`src/hw/rtl/assert_macros.svh`:
```
// ---------------------------------------------------------------------------
// Assertion macros
// Shared concurrent assertion helpers, clocked on aclk, reset by aresetn.
// ---------------------------------------------------------------------------
`ifndef ASSERT_MACROS_SVH
`define ASSERT_MACROS_SVH

// Property must hold at every clock edge outside reset.
`define ASSERT_ALWAYS(label, prop, msg) \
    label: assert property (@(posedge aclk) disable iff (!aresetn) (prop)) \
        else $error(msg);

// Antecedent at one edge implies consequent at the same edge.
`define ASSERT_IMPLY(label, ante, cons, msg) \
    label: assert property (@(posedge aclk) disable iff (!aresetn) (ante) |-> (cons)) \
        else $error(msg);

`endif

```
`src/hw/rtl/ucfd_pkg.sv`:
```
// ---------------------------------------------------------------------------
// ucfd_pkg
// Constants and helpers for the serial-to-CAN frame deframer.
// ---------------------------------------------------------------------------
package ucfd_pkg;

    localparam int MAX_DATA_BYTES = 8;
    localparam int CAN_DATA_BYTES = 8;
    localparam int ID_W           = 11;
    localparam int LEN_W          = 4;
    localparam int CNT_W          = 4;
    localparam int IDX_W          = $clog2(CAN_DATA_BYTES);

    localparam int DATA_CAP_INT =
        (MAX_DATA_BYTES > CAN_DATA_BYTES) ? CAN_DATA_BYTES :
        (MAX_DATA_BYTES < 1) ? 1 : MAX_DATA_BYTES;
    localparam logic [LEN_W-1:0] DATA_CAP = LEN_W'(DATA_CAP_INT);

    typedef logic [7:0]       byte_t;
    typedef logic [ID_W-1:0]  frame_id_t;
    typedef logic [LEN_W-1:0] len_t;
    typedef logic [CNT_W-1:0] cnt_t;

    // Number of data bytes collected for a given raw length code.
    function automatic len_t frame_limit(input len_t len);
        frame_limit = (len > DATA_CAP) ? DATA_CAP : len;
    endfunction

endpackage

```
`src/hw/rtl/uart_can_frame_deframer_unit.sv`:
```
// ---------------------------------------------------------------------------
// uart_can_frame_deframer_unit
// Rebuilds standard CAN frames from a byte stream with a start-byte framing.
// ---------------------------------------------------------------------------
// Takes one serial byte per transfer and sustains one byte per clock unless a
// finished frame is stalled. A byte is captured in an input register, then
// decoded against the frame state, and a completed frame lands in the result
// register, so m_valid rises once its last byte has passed through both
// registers. The input register holds only while a finished frame waits in
// the result register and m_ready is low. The frame
// starts at a byte equal to start_marker while hunting, followed by identifier
// bits 10..3, then a byte with identifier bits 2..0, the remote bit and a
// 4-bit length code; up to 8 data bytes follow. Remote and zero-length frames
// are emitted on the second header byte. Bytes not received read as zero.
`include "assert_macros.svh"

module uart_can_frame_deframer_unit
    import ucfd_pkg::*;
(
    input  logic      aclk,
    input  logic      aresetn,

    input  logic      cfg_we,
    input  logic [7:0] cfg_wdata,

    input  logic      s_valid,
    output logic      s_ready,
    input  logic [7:0] s_rx_byte,

    output logic       m_valid,
    input  logic       m_ready,
    output logic [10:0] m_frame_id,
    output logic       m_remote_request,
    output logic [3:0] m_data_length,
    output logic [7:0] m_data_byte0,
    output logic [7:0] m_data_byte1,
    output logic [7:0] m_data_byte2,
    output logic [7:0] m_data_byte3,
    output logic [7:0] m_data_byte4,
    output logic [7:0] m_data_byte5,
    output logic [7:0] m_data_byte6,
    output logic [7:0] m_data_byte7
);

    typedef enum logic [1:0] {
        PH_HUNT,
        PH_IDH,
        PH_IDL,
        PH_DATA
    } phase_t;

    byte_t     start_marker_reg;

    logic      in_valid_reg, in_valid_next;
    byte_t     in_byte_reg, in_byte_next;

    phase_t    phase_reg, phase_next;
    cnt_t      cnt_reg, cnt_next;
    frame_id_t id_reg, id_next;
    logic      rtr_reg, rtr_next;
    len_t      len_reg, len_next;
    byte_t     payload_reg [CAN_DATA_BYTES];
    byte_t     payload_next [CAN_DATA_BYTES];

    logic      out_valid_reg, out_valid_next;
    frame_id_t out_id_reg;
    logic      out_rtr_reg;
    len_t      out_len_reg;
    byte_t     out_data_reg [CAN_DATA_BYTES];

    logic      s_xfer;
    logic      advance;
    logic      emit;

    assign advance = in_valid_reg && (!out_valid_reg || m_ready);
    assign s_ready = !in_valid_reg || advance;
    assign s_xfer  = s_valid && s_ready;

    always_comb begin
        in_byte_next  = s_xfer ? s_rx_byte : in_byte_reg;
        in_valid_next = s_xfer ? 1'b1 : (advance ? 1'b0 : in_valid_reg);

        phase_next   = phase_reg;
        cnt_next     = cnt_reg;
        id_next      = id_reg;
        rtr_next     = rtr_reg;
        len_next     = len_reg;
        payload_next = payload_reg;
        emit         = 1'b0;

        if (advance) begin
            unique case (phase_reg)
                PH_HUNT: begin
                    if (in_byte_reg == start_marker_reg) begin
                        id_next    = '0;
                        rtr_next   = 1'b0;
                        len_next   = '0;
                        cnt_next   = '0;
                        for (int i = 0; i < CAN_DATA_BYTES; i++) begin
                            payload_next[i] = '0;
                        end
                        phase_next = PH_IDH;
                    end
                end
                PH_IDH: begin
                    id_next    = {in_byte_reg, 3'b000};
                    phase_next = PH_IDL;
                end
                PH_IDL: begin
                    id_next  = {id_reg[ID_W-1:3], in_byte_reg[7:5]};
                    rtr_next = in_byte_reg[4];
                    len_next = in_byte_reg[3:0];
                    cnt_next = '0;
                    if (in_byte_reg[4] || (frame_limit(in_byte_reg[3:0]) == '0)) begin
                        emit       = 1'b1;
                        phase_next = PH_HUNT;
                    end else begin
                        phase_next = PH_DATA;
                    end
                end
                PH_DATA: begin
                    payload_next[cnt_reg[IDX_W-1:0]] = in_byte_reg;
                    cnt_next = cnt_reg + cnt_t'(1);
                    if (cnt_next >= frame_limit(len_reg)) begin
                        emit       = 1'b1;
                        phase_next = PH_HUNT;
                    end
                end
                default: begin
                    phase_next = PH_HUNT;
                end
            endcase
        end

        out_valid_next = emit ? 1'b1 : (m_ready ? 1'b0 : out_valid_reg);
    end

    always_ff @(posedge aclk) begin
        if (!aresetn) begin
            start_marker_reg <= '0;
            in_valid_reg     <= 1'b0;
            phase_reg        <= PH_HUNT;
            cnt_reg          <= '0;
            id_reg           <= '0;
            rtr_reg          <= 1'b0;
            len_reg          <= '0;
            for (int i = 0; i < CAN_DATA_BYTES; i++) begin
                payload_reg[i] <= '0;
            end
            out_valid_reg    <= 1'b0;
        end else begin
            if (cfg_we) begin
                start_marker_reg <= cfg_wdata;
            end
            in_valid_reg  <= in_valid_next;
            phase_reg     <= phase_next;
            cnt_reg       <= cnt_next;
            id_reg        <= id_next;
            rtr_reg       <= rtr_next;
            len_reg       <= len_next;
            payload_reg   <= payload_next;
            out_valid_reg <= out_valid_next;
        end
    end

    always_ff @(posedge aclk) begin
        in_byte_reg <= in_byte_next;
        if (emit) begin
            out_id_reg   <= id_next;
            out_rtr_reg  <= rtr_next;
            out_len_reg  <= len_next;
            out_data_reg <= payload_next;
        end
    end

    assign m_valid          = out_valid_reg;
    assign m_frame_id       = out_id_reg;
    assign m_remote_request = out_rtr_reg;
    assign m_data_length    = out_len_reg;
    assign m_data_byte0     = out_data_reg[0];
    assign m_data_byte1     = out_data_reg[1];
    assign m_data_byte2     = out_data_reg[2];
    assign m_data_byte3     = out_data_reg[3];
    assign m_data_byte4     = out_data_reg[4];
    assign m_data_byte5     = out_data_reg[5];
    assign m_data_byte6     = out_data_reg[6];
    assign m_data_byte7     = out_data_reg[7];

    // A new frame only appears after a byte was decoded in the prior cycle.
    `ASSERT_IMPLY(a_frame_from_decode, $rose(out_valid_reg), $past(advance),
        "result appeared without a decoded byte")
    // Data collection only runs for data frames with a nonzero length.
    `ASSERT_IMPLY(a_data_phase_ok, phase_reg == PH_DATA,
        !rtr_reg && (cnt_reg < frame_limit(len_reg)),
        "data phase entered with bad frame state")
    // An empty input register always takes the next byte.
    `ASSERT_IMPLY(a_ready_when_empty, !in_valid_reg, s_ready,
        "input register empty but not ready")
    // A pending frame is never overwritten before it is taken.
    `ASSERT_IMPLY(a_no_overwrite, out_valid_reg && !m_ready, !emit,
        "frame emitted over a stalled result")

endmodule
```
`config.mk`:
```
export PLATFORM = sky130hd
export DESIGN_NAME = uart_can_frame_deframer_unit
export DESIGN_NICKNAME = d
export VERILOG_FILES = /design/src/hw/rtl/ucfd_pkg.sv /design/src/hw/rtl/uart_can_frame_deframer_unit.sv
export VERILOG_INCLUDE_DIRS = /design/src /design/src/hw/rtl
export SDC_FILE = /design/constraint.sdc
export NUM_CORES = 1
export LEC_CHECK = 0
export BUFFER_PORTS_ARGS = -buffer_cell sky130_fd_sc_hd__buf_2
export CORE_UTILIZATION = 35
export CTS_CLUSTER_SIZE = 20
export DETAILED_ROUTE_END_ITERATION = 12
export MAX_ROUTING_LAYER = met4
export PLACE_DENSITY = 0.56
export SLEW_MARGIN = 20
export SYNTH_ARGS = -nofsm -noshare
export SYNTH_HDL_FRONTEND = slang
export SYNTH_SLANG_ARGS = --single-unit
```
`constraint.sdc`:
```
create_clock -name aclk -period 10.4 [get_ports aclk]
set_input_delay 0 -clock aclk [delete_from_list [all_inputs] [get_ports aclk]]
set_output_delay 0 -clock aclk [all_outputs]
set_load 0.02 [all_outputs]
```
==> out/results.tsv <==
stage	metric	value	unit
place	Post-Place Cells	1019	
sta	final hold violations	0	
synthesis	register area share after synthesis	61.0	%
synthesis	Mapped Cells	694	
critical_path	CP max stage cell	buf_4	
synthesis	syn_area_per_cell	10.8	um2
critical_path	Critical Path End Type	flip-flop	
run_status	status	finished, final reports clean	
clocking	CTS tree	yes	
pwr	Sw Ratio	21.2	%
critical_path	Worst path max stage delay	720	ps
die	Die ar.	22000	um2
pwr	Max VDD drop	0.000108	V
clocking	root buffer cell	clkbuf_16	
clocking	Clk pin slew, worst setup/hold paths	70	ps
route	DRT Pass-1 Iters	5	
critical_path	R2R cell count	8	
place	DP Wirelength	9.95	mm
place	GPL Wtd Cong	0.770	
synthesis	post-synthesis register bit count	184	
min_path	Hold Path Depth	3	
critical_path	Critical Path Fanout Max	63	
critical_path	crit path cell chain	nand3_1 -> xnor2_1 -> ha_1 -> o21a_1 -> nor2_1 -> or3_1 -> a21oi_4 -> buf_4	
synthesis	Yosys top cell by area	edfxtp_1	
finish	layout cells sized above 1	18.6	%
die	chip width	148	um
die	Die Y	148	um
route	average wire per standard cell	15.9	um
finish	filler cell count	2061	
clocking	Hold-fix buffers, CTS	27	
sta	Tmin final	3600	ps
pwr	Internal Power	1.18	mW
synthesis	mapped cell area	7480	um2
synthesis	Cell variety after synth	46	
clocking	H-tree lvl count	4	
finish	max reg flops	64	
finish	fin util	43.0	%
pwr	Static Leak	3.35	nW
sta	Worst-Margin Slew	1040	ps
global_routing	antenna violations before repair	0	
critical_path	worst r2r src	cnt_reg[0]	
die	Top Ports	103	
sta	Pins Over Slew Limit	0	
global_routing	largest net degree at the start of global routing	91	
synthesis	Synth async-reset ratio	0	%
clocking	clock latency on the worst-skew pair	440	ps
global_routing	number of global-route vias before repair	4889	
synthesis	Net Count, Synth	725	
critical_path	Critical Path RT	10460	ps
clocking	post_cts resized	0	
global_routing	global route overflow	0	
pwr	Switch Pwr	0.318	mW
die	row count	53	
die	area of the core	21000	um2
synthesis	Syn. warnings	0	
critical_path	critical path class	flip-flop to flip-flop	
synthesis	Main synth FF type	dfxtp_1	
pwr	fraction of power consumed by the clock network	45.8	%
clocking	clk buf depth	2	
finish	Nets	821	
finish	# diodes	0	
pwr	sequential share of power	50.8	%
flow_run	max cap viols	0	
sta	final setup vio count	0	
synthesis	top-area cell type share of the netlist area	35.3	%
route	DRT Wirelength	17.1	mm
place	Port Buffers	102	
global_routing	first-pass GRT wire length	27.0	mm
critical_path	WP data arrival	3660	ps
synthesis	Post-synth EDFFs	88	
critical_path	Worst setup SP type	flip-flop	
finish	Syn-to-layout area delta	20.4	%
die	Initial Utilization	35.7	%
sta	unrepaired setup endpoints after global routing	false	
route	Detailed Route Iter0 Violations	410	
critical_path	Worst Setup SP	cnt_reg[0]	
sta	Slew HR	30.5	%
sta	Max Freq	278	MHz
route	Vias per Instance	5.03	
route	DRC viols	0	
global_routing	GRT Util Overall	16.6	%
synthesis	top post-synthesis cells by area	edfxtp_1, dfxtp_1, a21oi_1	
pwr	PD cells	166	nW/um2
clocking	Num CTS Buffers	17	
min_path	hold path startpoint	aresetn	
min_path	min-delay worst type	input port to flip-flop	
finish	post-route insts no fill	1077	
sta	setup_tns	0	ps
sta	part of the cycle the worst path needs	34.6	%
sta	Setup Skew	10.6	ps
route	number of routed nets with antenna violations	0	
pwr	combinational fraction of design power	3.4	%
sta	Worst Hold Slack	229	ps
route	vias post-DR	5414	
clocking	setup bufs post-CTS	0	
clocking	Num Clock Sinks	184	
[synth_stat cells (4+ instances only)]
library cell and instances:
nand2b_1 4, mux2i_1 10, a31oi_1 72, and2_1 77, nor2b_1 4, a21oi_1 98, o21a_1 5, buf_4 6
a211oi_1 8, xnor2_1 9, inv_1 6, dfxtp_1 96, buf_2 19, ha_1 10, nor2_1 18, edfxtp_1 88
nand3_1 4, clkbuf_1 29, and3_1 8, nand2_1 86
[per-stage QoR]
step / power [mW] / setup WS [ps] / area (um2)
3_5_place_dp: 0.820 / 6780 / 8120
6_report: 1.50 / 6800 / 9000
2_1_floorplan: 0.804 / 4330 / 7480
5_1_grt: 1.55 / 6510 / 9000
3_3_place_gp: 0.820 / 6810 / 8120
4_1_cts: 1.51 / 6760 / 9000
[layout make-up]
cell class	count	area (um2)	area share (%)
Multi-Input combinational cell	449	2650	29.4
Inverter	6	22.5	0.250
Clock inverter	13	190	2.11
Sequential cell	184	4560	50.7
Timing Repair Buffer	132	803	8.92
Tap cell	275	344	3.82
Clock buffer	18	429	4.77
[metal layers]
metal / track usage (%) / part of all wire [%] / vias up
met5: - / 0 / -
li1: - / - / 2676
met2: 25.1 / 46 / 147
met3: 2.94 / 4.6 / 20
met1: 22.3 / 47 / 2571
met4: 5.88 / 1.7 / 0
[critical path, delay by kind of cell (launching register included)]
family / cells / cell delay [ps]
flip-flops: 1 / 640
adder cells (fa/ha/maj): 1 / 270
AO/OA/AOI/OAI: 2 / 680
AND/OR/NAND/NOR: 3 / 640
XOR/XNOR: 1 / 190
buffers and inverters: 1 / 720
[cells by family after synthesis]
family,share of synthesized area (%)
xor gates and xnor gates,1.17
muxes,1.34
buffers and inverters,3.78
DFF,61.0
and+or+nand+nor,15.6
AOI/OAI and AO/OA,15.4
adders and majority gates,1.67
[power by group through the flow]
stage / Combinational [mW] / Clock (mW) / Sequential [mW]
4_1_cts: 0.0506 / 0.701 / 0.761
3_5_place_dp: 0.0416 / 0 / 0.778
3_3_place_gp: 0.0417 / 0 / 0.778
6_report: 0.0506 / 0.686 / 0.762
2_1_floorplan: 0.0281 / 0 / 0.776
5_1_grt: 0.0551 / 0.729 / 0.762
[path summary, 6_finish.rpt]
kind / slack (ps) / end
worst max-delay path: 6800 / m_data_byte7[6]
worst min-delay path: 230 / m_valid
worst max register to register: 6800 / m_data_byte7[6]
worst min register to register: 500 / cnt_reg[3]
[cells in the final DEF (no fill, tap or decap), types with 4 or more instances in the layout]
cell type / instances
bufinv_16: 4
nor2_1: 18
clkbuf_16: 17
dlygate4sd3_1: 27
mux2i_1: 10
inv_1: 6
a21oi_1: 97
a31oi_1: 72
and3_1: 8
nand3_1: 4
dfxtp_1: 96
edfxtp_1: 88
nand2b_1: 4
and2_1: 77
inv_6: 4
o21a_1: 5
nor2b_1: 4
a211oi_1: 8
ha_1: 10
xnor2_1: 9
nand2_1: 86
buf_2: 102
(Power assumes the default switching activity.)
